==> src/design/dbb_pkg.sv <==
package dbb_pkg;

    // Fixed field widths of the block's ports and registers.
    localparam int FRAME_BITS     = 12;
    localparam int DECAY_BITS     = 16;
    localparam int LEVEL_IN_BITS  = 16;
    localparam int OUT_LEVEL_BITS = 16;
    localparam int POS_BITS       = 11;
    localparam int ROW_BITS       = 12;
    localparam int CFG_INDEX_BITS = 2;
    localparam int CFG_DATA_BITS  = 16;

    // Grid limits that do not follow a module parameter.
    localparam logic [ROW_BITS-1:0]   MAX_HEIGHT = 12'd2048;
    localparam logic [FRAME_BITS-1:0] MIN_DIM    = 12'd3;

    // Register values after reset.
    localparam logic [FRAME_BITS-1:0] FRAME_WIDTH_RESET  = 12'd1920;
    localparam logic [FRAME_BITS-1:0] FRAME_HEIGHT_RESET = 12'd1080;
    localparam logic [DECAY_BITS-1:0] DECAY_AMOUNT_RESET = 16'd5;

    typedef enum logic {
        ACT_PIXEL = 1'b0,
        ACT_FLUSH = 1'b1
    } action_t;

    typedef enum logic [CFG_INDEX_BITS-1:0] {
        REG_FRAME_WIDTH  = 2'd0,
        REG_FRAME_HEIGHT = 2'd1,
        REG_DECAY_AMOUNT = 2'd2
    } cfg_reg_t;

    // Per-item decision made by the position tracker when the item is taken.
    typedef struct packed {
        logic                emit;
        logic                last;
        logic                top_ok;
        logic                bot_ok;
        logic                left_ok;
        logic                right_ok;
        logic                use_level;
        logic [POS_BITS-1:0] col;
        logic [POS_BITS-1:0] row;
    } pos_info_t;

endpackage

==> src/design/dbb_track.sv <==
module dbb_track #(
    parameter int MAX_WIDTH = 2048
) (
    input  logic                                clk,
    input  logic                                rst_n,
    input  logic                                advance,
    input  logic                                action,
    input  logic [dbb_pkg::FRAME_BITS-1:0]      frame_width,
    input  logic [dbb_pkg::FRAME_BITS-1:0]      frame_height,
    output logic [$clog2(MAX_WIDTH)-1:0]        col,
    output dbb_pkg::pos_info_t                  info
);

    localparam int CW  = $clog2(MAX_WIDTH);
    localparam int WW  = CW + 1;
    localparam int FWW = (WW > dbb_pkg::FRAME_BITS) ? WW : dbb_pkg::FRAME_BITS;
    localparam int CXW = (CW > dbb_pkg::POS_BITS) ? CW : dbb_pkg::POS_BITS;
    localparam int RW  = dbb_pkg::ROW_BITS;

    logic [CW-1:0]  col_reg;
    logic [CW-1:0]  col_next;
    logic [RW-1:0]  row_reg;
    logic [RW-1:0]  row_next;
    logic [FWW-1:0] fw_x;
    logic [FWW-1:0] w_clamp;
    logic [WW-1:0]  w_eff;
    logic [WW-1:0]  wm1;
    logic [RW-1:0]  h_eff;
    logic           off_grid;
    logic [CW-1:0]  c;
    logic [RW-1:0]  r;
    logic [WW-1:0]  c_inc;
    logic           cand;
    logic [RW-1:0]  rc;
    logic [CW-1:0]  cc;
    logic [CXW-1:0] cc_x;

    always_comb
    begin
        fw_x = FWW'(frame_width);
        if (fw_x < FWW'(dbb_pkg::MIN_DIM))
        begin
            w_clamp = FWW'(dbb_pkg::MIN_DIM);
        end
        else if (fw_x > FWW'(MAX_WIDTH))
        begin
            w_clamp = FWW'(MAX_WIDTH);
        end
        else
        begin
            w_clamp = fw_x;
        end
        w_eff = w_clamp[WW-1:0];
        wm1   = w_eff - WW'(1);

        if (frame_height < dbb_pkg::MIN_DIM)
        begin
            h_eff = dbb_pkg::MIN_DIM;
        end
        else if (frame_height > dbb_pkg::MAX_HEIGHT)
        begin
            h_eff = dbb_pkg::MAX_HEIGHT;
        end
        else
        begin
            h_eff = frame_height;
        end

        // A register change can leave the stored position outside the grid;
        // the item then opens a new frame.
        off_grid = ({1'b0, col_reg} >= w_eff) || (row_reg > h_eff + RW'(1));
        c = off_grid ? '0 : col_reg;
        r = off_grid ? '0 : row_reg;
        c_inc = {1'b0, c} + WW'(1);

        // The centre cell is one row up and one column left of the arrival,
        // wrapping to the end of the row before last at the start of a row.
        if ((c != '0) && (r != '0))
        begin
            cand = 1'b1;
            rc   = r - RW'(1);
            cc   = c - CW'(1);
        end
        else if ((c == '0) && (r >= RW'(2)))
        begin
            cand = 1'b1;
            rc   = r - RW'(2);
            cc   = wm1[CW-1:0];
        end
        else
        begin
            cand = 1'b0;
            rc   = '0;
            cc   = '0;
        end

        cc_x = CXW'(cc);
        info.emit      = cand && (rc < h_eff);
        info.last      = info.emit && (rc == h_eff - RW'(1)) && ({1'b0, cc} == wm1);
        info.top_ok    = (rc != '0);
        info.bot_ok    = (rc < h_eff - RW'(1));
        info.left_ok   = (cc != '0);
        info.right_ok  = ({1'b0, cc} < wm1);
        info.use_level = (r < h_eff) && (dbb_pkg::action_t'(action) == dbb_pkg::ACT_PIXEL);
        info.col       = cc_x[dbb_pkg::POS_BITS-1:0];
        info.row       = rc[dbb_pkg::POS_BITS-1:0];

        if (info.last)
        begin
            col_next = '0;
            row_next = '0;
        end
        else if (c_inc >= w_eff)
        begin
            col_next = '0;
            row_next = r + RW'(1);
        end
        else
        begin
            col_next = c_inc[CW-1:0];
            row_next = r;
        end

        col = c;
    end

    always_ff @(posedge clk or negedge rst_n)
    begin
        if (!rst_n)
        begin
            col_reg <= '0;
            row_reg <= '0;
        end
        else if (advance)
        begin
            col_reg <= col_next;
            row_reg <= row_next;
        end
    end

    a_last_restarts_frame: assert property (@(posedge clk) disable iff (!rst_n)
        (advance && info.last) |=> ((col_reg == '0) && (row_reg == '0)))
        else $error("position did not return to the frame start after the last cell");

    a_last_is_emitted: assert property (@(posedge clk) disable iff (!rst_n)
        info.last |-> (info.emit && info.right_ok == 1'b0 && info.bot_ok == 1'b0))
        else $error("frame end flagged on a cell that is not the bottom-right one");

endmodule

==> config.mk <==
export PLATFORM = sky130hd
export DESIGN_NAME = dbb_track
export DESIGN_NICKNAME = d
export VERILOG_FILES = /design/src/design/dbb_pkg.sv /design/src/design/dbb_track.sv
export SDC_FILE = /design/constraint.sdc
export NUM_CORES = 1
export LEC_CHECK = 0
export ABC_AREA = 1
export ABC_CLOCK_PERIOD_IN_PS = 13600
export BUFFER_PORTS_ARGS = -buffer_cell sky130_fd_sc_hd__buf_2
export CAP_MARGIN = 10
export CORE_MARGIN = 4
export CORE_UTILIZATION = 58
export CTS_CLUSTER_SIZE = 16
export DETAILED_ROUTE_END_ITERATION = 10
export PLACE_DENSITY_LB_ADDON = 0.15
export RECOVER_POWER = 100
export SLEW_MARGIN = 20
export SYNTH_ARGS = -nofsm -noshare
export SYNTH_HDL_FRONTEND = slang
export SYNTH_SLANG_ARGS = --single-unit
==> constraint.sdc <==
create_clock -name clk -period 13.6 [get_ports clk]
set_input_delay 0.68 -clock clk [delete_from_list [all_inputs] [get_ports clk]]
set_output_delay 0.68 -clock clk [all_outputs]
set_load 0.05 [all_outputs]
Word-level counts from Yosys, hierarchy flattened
Index checks and enable logic that the tools add are counted.
{"block": "op_classes", "eq_ne": 2, "n_mul": 0, "magnitude_cmp": 12, "add_sub_neg": 8, "n_mux": 16, "div_mod_pow": 0, "n_bitwise": 1, "n_reduce_logical": 12, "shifts": 0}
{"operator": "12-bit 2-to-1 mux", "n": 9}
{"operator": "11-bit 2-to-1 mux", "n": 5}
{"operator": "12-bit < comparator", "n": 3}
{"operator": "12-bit by 1-bit subtractor with 12-bit output (second input constant)", "n": 3}
{"operator": "12-bit by 1-bit adder with 12-bit output (second input constant)", "n": 2}
{"operator": "12-bit > comparator (second input constant)", "n": 2}
{"operator": "12-bit by 2-bit < comparator with 1-bit output (second input constant)", "n": 2}
{"operator": "12-bit nonzero test", "n": 2}
{"operator": "11-bit nonzero test", "n": 2}
{"operator": "11-bit by 1-bit adder with 12-bit output (second input constant)", "n": 1}
{"operator": "11-bit by 12-bit equality test with 1-bit output", "n": 1}
{"operator": "12-bit equality test", "n": 1}
{"operator": "11-bit by 12-bit >= comparator with 1-bit output", "n": 1}
{"operator": "12-bit >= comparator", "n": 1}
{"operator": "12-bit by 2-bit >= comparator with 1-bit output (second input constant)", "n": 1}
{"operator": "12-bit > comparator", "n": 1}
{"operator": "11-bit by 12-bit < comparator with 1-bit output", "n": 1}
{"operator": "12-bit by 2-bit subtractor with 12-bit output (second input constant)", "n": 1}
{"operator": "11-bit logical NOT", "n": 1}
{"operator": "11-bit by 1-bit subtractor with 11-bit output (second input constant)", "n": 1}
{"operator": "1-bit logical AND", "n": 6}
{"operator": "1-bit 2-to-1 mux", "n": 2}
{"operator": "1-bit logical OR", "n": 1}
{"operator": "1-bit inverter", "n": 1}
{"block": "word_totals", "latch_bits": 0, "memories": 0, "ff_bits": 23, "romBits": 0, "ramBits": 0, "elab_cells": 53}

Logic depth before layout (Yosys ltp)
Gate-level depths: netlist (run 1).
{"block": "depth", "word_depth": 16, "depth_mapped": 43, "mapped_depth_nobuf": 41}

Worst setup path after synthesis (run 1)
No wires, ideal clock.
{"block": "synth_path", "path_type": "in2out", "start": "input frame_height[9] (netlist bit)", "end": "output info[25] (netlist bit)", "n_path_buf": 2, "arrival_ps": 8866, "path_stages": 36, "slack_ps": 4054, "cell_sequence": "nor2_1 -> nand2_1 -> nor3_2 -> o21ai_0 -> inv_1 -> ha_1 -> nor3b_1 -> nand3_1 -> nor4_1 -> nand2_1 -> xor2_1 -> ha_1 -> nand2_1 -> nor2_2 -> nand2_2 -> nor2_2 -> inv_2 -> nand2_4 -> nand2_4 -> buf_6 -> nor2_1 -> inv_1 -> ha_1 -> nand2_2 -> nor2_4 -> nand3_2 -> nand2_4 -> inv_4 -> buf_6 -> nor2_1 -> nor2_2 -> ha_1 -> nand4_1 -> nor2_1 -> a21boi_0 -> a2111oi_0"}
{"element": "start: declaration", "line_no": "dbb_track.sv:9", "source": "input logic [dbb_pkg::FRAME_BITS-1:0] frame_height,"}
{"element": "end: declaration", "line_no": "dbb_track.sv:11", "source": "output dbb_pkg::pos_info_t info"}

Final worst setup path (run 1)
{"block": "layout_path", "start": "input frame_height[3] (netlist bit)", "end": "register row_reg[6]"}
{"block": "layout_via", "elab_chain_len": 16}
{"element": "12-bit > comparator", "line_no": "dbb_track.sv:60", "source": "else if (frame_height > dbb_pkg::MAX_HEIGHT)"}
{"element": "12-bit 2-to-1 mux", "line_no": "dbb_track.sv:60"}
{"element": "12-bit 2-to-1 mux (*)", "line_no": "dbb_track.sv:56", "source": "if (frame_height < dbb_pkg::MIN_DIM)"}
{"element": "12-bit by 1-bit adder with 12-bit output", "line_no": "dbb_track.sv:71", "source": "off_grid = ({1'b0, col_reg} >= w_eff) || (row_reg > h_eff + RW'(1));"}
{"element": "12-bit > comparator", "line_no": "dbb_track.sv:71"}
{"element": "1-bit logical OR", "line_no": "dbb_track.sv:71"}
{"element": "12-bit 2-to-1 mux or 11-bit 2-to-1 mux (tied branches)", "line_no": "dbb_track.sv:73, dbb_track.sv:72"}
{"element": "12-bit by 2-bit >= comparator with 1-bit output or 11-bit logical NOT (tied branches)", "line_no": "dbb_track.sv:84", "source": "else if ((c == '0) && (r >= RW'(2)))"}
{"element": "1-bit logical AND", "line_no": "dbb_track.sv:84"}
{"element": "12-bit 2-to-1 mux", "line_no": "dbb_track.sv:84"}
{"element": "12-bit 2-to-1 mux", "line_no": "dbb_track.sv:78", "source": "if ((c != '0) && (r != '0))"}
{"element": "12-bit < comparator", "line_no": "dbb_track.sv:98", "source": "info.emit = cand && (rc < h_eff);"}
{"element": "1-bit logical AND", "line_no": "dbb_track.sv:98"}
{"element": "1-bit logical AND (2 in a row)", "line_no": "dbb_track.sv:99", "source": "info.last = info.emit && (rc == h_eff - RW'(1)) && ({1'b0, cc} == wm1);"}
{"element": "12-bit 2-to-1 mux (*)", "line_no": "dbb_track.sv:108", "source": "if (info.last)"}
{"element": "end signal: assignment", "line_no": "dbb_track.sv:137", "source": "row_reg <= row_next;"}
{"element": "end: declaration", "line_no": "dbb_track.sv:22", "source": "logic [RW-1:0] row_reg;"}
Mark *: on every way between the ends. The rest lies on a longest branch, timed or not.
A chain may end at the register's enable or synchronous reset.

==> flow_summary.ini, run 1 <==
[cells_and_area]
fin_nets = 1051
largest_reg_flops = 12
regArea_sq_um = 575.6
area_growth_pct = 6.131
multiInputGateArea_sq_mm = 0.004452
n_antenna_cell = 0
finalInstanceArea_sq_mm = 0.006021
fin_util = 0.6425
layout-drive-gt1-share = 0.1087
fill_cells = 957

[routing]
dr.pass1.iters = 5
routed_wl_um = 17460
via_count = 6129
vias_per_cell = 5.793
ant_nets = 0
first_iter_violations = 362
wire_per_inst_um = 16.50
drc = 0

[floorplanning]
die_h_um = 106.9
die-width_um = 106.9
io_pins = 68
dieArea_sq_mm = 0.01143
initial_core_util = 0.6053
row_count = 35
coreArea_sq_mm = 0.009371

[cts]
numCtsBuffers = 3
cts.reportedPaths.clkPinSlew_ns = 0.09
clk_latency_ns = 0.27
cts_max_level = 1
cts_hold_buffers = 0
post-cts-setup-buffers = 0
root_buffer = clkbuf_8
cts_buffer_depth = 2
cts.sinks = 23
ctsResizeCount = 0
cts_tree = done

[yosys]
synth_warnings = 0
yosysTopAreaCell = ha_1
synth.distinct_cells = 52
yosys.area.top_type_share = 0.2051
ys_seq_area_frac = 0.1015
synthArstFlopShare = 1.000
synth_edf_count = 0
postSynthCellCount = 872
synthTopCellsByCount = nand2_1 (203), inv_1 (118), ha_1 (93)
synth_area_leaders = ha_1 (21%), nand2_1 (13%), dfrtp_1 (10%)
yosys_register_bits = 23
syn_area_per_cell_sq_um = 6.506
synth_ff_type = dfrtp_1
yosysMostFrequentCell = nand2_1
syn_area_sq_mm = 0.005673
synth_nets = 993

[placement]
place_congestion = 1.006
place_ws_ns = 5.357
dp_hpwl_um = 14660
placed_area_sq_mm = 0.006052
portBuffers = 67

[global_routing]
grt_max_degree = 24
antenna_found_initial = 0
grt-ovfl-total = 0
grtUsageTotal = 0.3108
grt_pass1_vias = 5970
grt_pass1_wl_um = 28790

[critical_path]
crit_fanout = 15
start_kind = primary input
arrival_ns = 8.89
crit_family = simple AND/OR/NAND/NOR gates
cp_slowest_cell = o21ai_0
critPathCaptureType = register
cp-startpoint = frame_height[3]
worst_path_largest_cell_delay_ns = 1.21
path_buf_inv = 7
required_ns = 13.65
critPathKind = in2reg
r2r_start = col_reg[10]$_DFFE_PN0P_

[status]
outcome = finished, violations left
violations = capacitance limit, slew limit

[sta]
setup-violations-final = 0
layout_setup_ws_ns = 4.764
worst_pin_slew_ns = 1.584
fin_skew_ns = 0.009296
drv_slew = 13
final.setup.tns_ns = 0
hold_violations = 0
max_freq_mhz = 113.2
finalCritPeriodShare = 0.6497
rsz0062_at_grt = no
max_slew_margin = -0.06684
period_minus_slack_ns = 8.836

[worst_hold_path]
min-delay-start = row_reg[1]$_DFFE_PN0P_
hold_class = reg2reg

[run]
cap_violations = 1
-- path summary, 6_finish.rpt --
check | end | slack [ns] | cells after the start
setup / recovery | row_reg[6]$_DFFE_PN0P_ | 4.76 | 38
hold / removal | row_reg[1]$_DFFE_PN0P_ | 0.60 | 2
setup reg to reg | row_reg[6]$_DFFE_PN0P_ | 7.18 | 22
hold reg to reg | row_reg[1]$_DFFE_PN0P_ | 0.60 | 2
max in group asynchronous | row_reg[0]$_DFFE_PN0P_ | 12.25 | 1
min in group asynchronous | row_reg[3]$_DFFE_PN0P_ | 0.64 | 1
-- logic make-up after synthesis --
logic type      share of synthesized area
buf+inv                            0.1079
flops                              0.1015
other cells                     0.0006610
compound gates                     0.1319
simple gates                       0.3743
fa+ha+maj                          0.2051
xor+xnor                          0.07874
-- metrics by stage --
step | std cells | hold slack, ns
2_1_floorplan | 872 | 0.3844
3_3_place_gp | 1054 | 0.5727
3_5_place_dp | 1054 | 0.5696
4_1_cts | 1058 | 0.3805
5_1_grt | 1058 | 0.6301
6_report | 1058 | 0.5974
-- placed cells by master, fill, tap and decap left out, types with 10 or more instances in the layout --
master	Yosys	routed
inv_2	11	10
nor3_1	15	16
nand3_1	69	70
o21ai_1	19	12
ha_1	93	93
inv_1	118	119
a21oi_1	34	34
dfrtp_1	23	23
xor2_1	42	42
nor2_2	16	12
clkbuf_1	2	37
buf_2	1	30
o21ai_0	26	34
nand2_1	203	204
nor2_1	69	74
nand2_2	11	10
-- layer usage --
layer / GRT usage / vias up / routed length (um)
met5: 0 / - / 0
met4: 0.1324 / 0 / 816
met3: 0.02589 / 62 / 1068
met2: 0.5724 / 257 / 8514
met1: 0.3668 / 2815 / 7058
li1: - / 2995 / -
-- final cells by class --
type / instances / share of cell area
clock inverters: 1 / 0.001247
repair buffers: 67 / 0.04800
well taps: 129 / 0.02681
clock buffers: 3 / 0.006858
flip-flops and latches: 23 / 0.09559
inverters: 131 / 0.08209
multi-input cells: 704 / 0.7394
-- worst reg2reg max path: cells and delay by family (launching register included) --
kind                     cells  cell delay (ns)
AO/OA/AOI/OAI                6             2.31
buffers and inverters        2             0.27
AND/OR/NAND/NOR             11             2.23
flip-flops                   1             0.44
adder cells (fa/ha/maj)      3             0.97
Power of run 1 is left out: the tool's default activity adds up to more than one toggle a clock period on the data nets, which glitch-free logic cannot reach.
==> run 2: changes to the inputs <==
--- a/config.mk
+++ b/config.mk
@@ -6,11 +6,11 @@
 export NUM_CORES = 1
 export LEC_CHECK = 0
 export ABC_AREA = 1
-export ABC_CLOCK_PERIOD_IN_PS = 13600
+export ABC_CLOCK_PERIOD_IN_PS = 7490
 export BUFFER_PORTS_ARGS = -buffer_cell sky130_fd_sc_hd__buf_2
 export CAP_MARGIN = 10
 export CORE_MARGIN = 4
-export CORE_UTILIZATION = 58
+export CORE_UTILIZATION = 55
 export CTS_CLUSTER_SIZE = 16
 export DETAILED_ROUTE_END_ITERATION = 10
 export PLACE_DENSITY_LB_ADDON = 0.15
==> constraint.sdc (replaced) <==
create_clock -name clk -period 7.49 [get_ports clk]
set_input_delay 0.3745 -clock clk [delete_from_list [all_inputs] [get_ports clk]]
set_output_delay 0.3745 -clock clk [all_outputs]
set_load 0.05 [all_outputs]
==> flow_summary.ini, run 2 (synthesis gave the netlist of run 1 again) <==
[status]
outcome = finished, final reports clean

[critical_path]
cp_slowest_cell = a221oi_1
critPathKind = in2out
required_ns = 7.12
arrival_ns = 6.59
worst_path_largest_cell_delay_ns = 0.41
crit_fanout = 15
start_kind = primary input
critPathCaptureType = output port

[global_routing]
grt_max_degree = 24
grtUsageTotal = 0.2842
grt_pass1_vias = 5486
antenna_found_initial = 0
grt-ovfl-total = 0
grt_pass1_wl_um = 27090

[sta]
hold_violations = 0
drv_slew = 0
final.setup.tns_ns = 0
period_minus_slack_ns = 6.964
fin_skew_ns = 0.003772
hold_slack_ns = 0.3357
rsz0062_at_grt = no
worst_pin_slew_ns = 1.229
setup-violations-final = 0
layout_setup_ws_ns = 0.5260
max_freq_mhz = 143.6
max_slew_margin = 0.1806
finalCritPeriodShare = 0.9298

[cells_and_area]
area_growth_pct = 8.138
layout-drive-gt1-share = 0.1318
final_common_cell = nand2_1
regArea_sq_um = 575.6
multiInputGateArea_sq_mm = 0.004522
n_antenna_cell = 0
fin_nets = 1055
most-common-layout-cells = nand2_1 (204), inv_1 (120), ha_1 (93)
largest_reg_flops = 12
fill_cells = 1059

[placement]
portBuffers = 67
dp_hpwl_um = 14000
place_ws_ns = 0.3298
place_congestion = 0.9776

[cts]
clk_latency_ns = 0.27
cts_tree = done
cts.sinks = 23
cts_hold_buffers = 0
cts.reportedPaths.clkPinSlew_ns = 0.09
root_buffer = clkbuf_8
numCtsBuffers = 3
cts_buffer_depth = 2
cts_max_level = 1

[floorplanning]
io_pins = 68
die-width_um = 109.6
dieArea_sq_mm = 0.01200
coreArea_sq_mm = 0.009910
die_h_um = 109.6
row_count = 36
initial_core_util = 0.5725

[routing]
dr.pass1.iters = 5
drc = 0
routed_wl_um = 16620
first_iter_violations = 353
wire_per_inst_um = 15.59
via_count = 5838
ant_nets = 0
vias_per_cell = 5.477

[worst_hold_path]
hold_class = in2async

[run]
cap_violations = 0
-- run 2: cell types whose count changed in the layout (fill, tap and decap cells not counted), moves of 3 or more --
cell / delta
buf_2: +7
buf_4: +3
clkbuf_1: -9
clkbuf_2: +3
nor2_1: -4
nor2_4: +4
-- run 2: final cells by class --
class	count	share of cell area
Sequential cell	23	0.09382
Clock buffer	3	0.006731
Multi-Input combinational cell	704	0.7371
Inverter	131	0.08056
Clock inverter	1	0.001224
Tap cell	133	0.02713
Timing Repair Buffer	71	0.05344
-- run 2: metal layers --
| layer | track usage | share of wire | up-vias |
|---|---|---|---|
| met5 | 0 | 0 | - |
| met3 | 0.02408 | 0.053 | 38 |
| met1 | 0.3499 | 0.42 | 2610 |
| li1 | - | - | 3002 |
| met2 | 0.5139 | 0.49 | 188 |
| met4 | 0.1024 | 0.034 | 0 |
-- run 2: critical path, delay by kind of cell --
family | cells | cell delay (ns)
compound gates | 4 | 0.82
xor+xnor | 1 | 0.17
simple gates | 22 | 3.30
buf+inv | 6 | 0.85
fa+ha+maj | 4 | 1.03
-- run 2: repair_timing --
| item | CTS | global route |
|---|---|---|
| setup endpoints to repair | 0 | 8 |
| buffers inserted | 0 | 0 |
| gates resized for setup | 0 | 6 |
-- run 2: stage by stage --
stage,utilization,instance area (sq um),cells
4_1_cts,0.6212,6156,1066
5_1_grt,0.6191,6135,1066
3_5_place_dp,0.6163,6107,1062
3_3_place_gp,0.6163,6107,1062
2_1_floorplan,-,5693,872
6_report,0.6191,6135,1066
-- run 2: path summary, 6_finish.rpt --
| path | to | start | depth (start not counted) | slack (ns) |
|---|---|---|---|---|
| setup / recovery | info[27] | frame_height[9] | 37 | 0.53 |
| hold / removal | col_reg[7]$_DFFE_PN0P_ | rst_n | 1 | 0.34 |
| setup reg to reg | row_reg[0]$_DFFE_PN0P_ | col_reg[10]$_DFFE_PN0P_ | 25 | 2.21 |
| hold reg to reg | row_reg[1]$_DFFE_PN0P_ | row_reg[1]$_DFFE_PN0P_ | 2 | 0.59 |
| max in group asynchronous | row_reg[2]$_DFFE_PN0P_ | rst_n | 1 | 6.43 |
| min in group clk | col_reg[1]$_DFFE_PN0P_ | advance | 2 | 0.56 |
Power of run 2 is left out for the same reason.
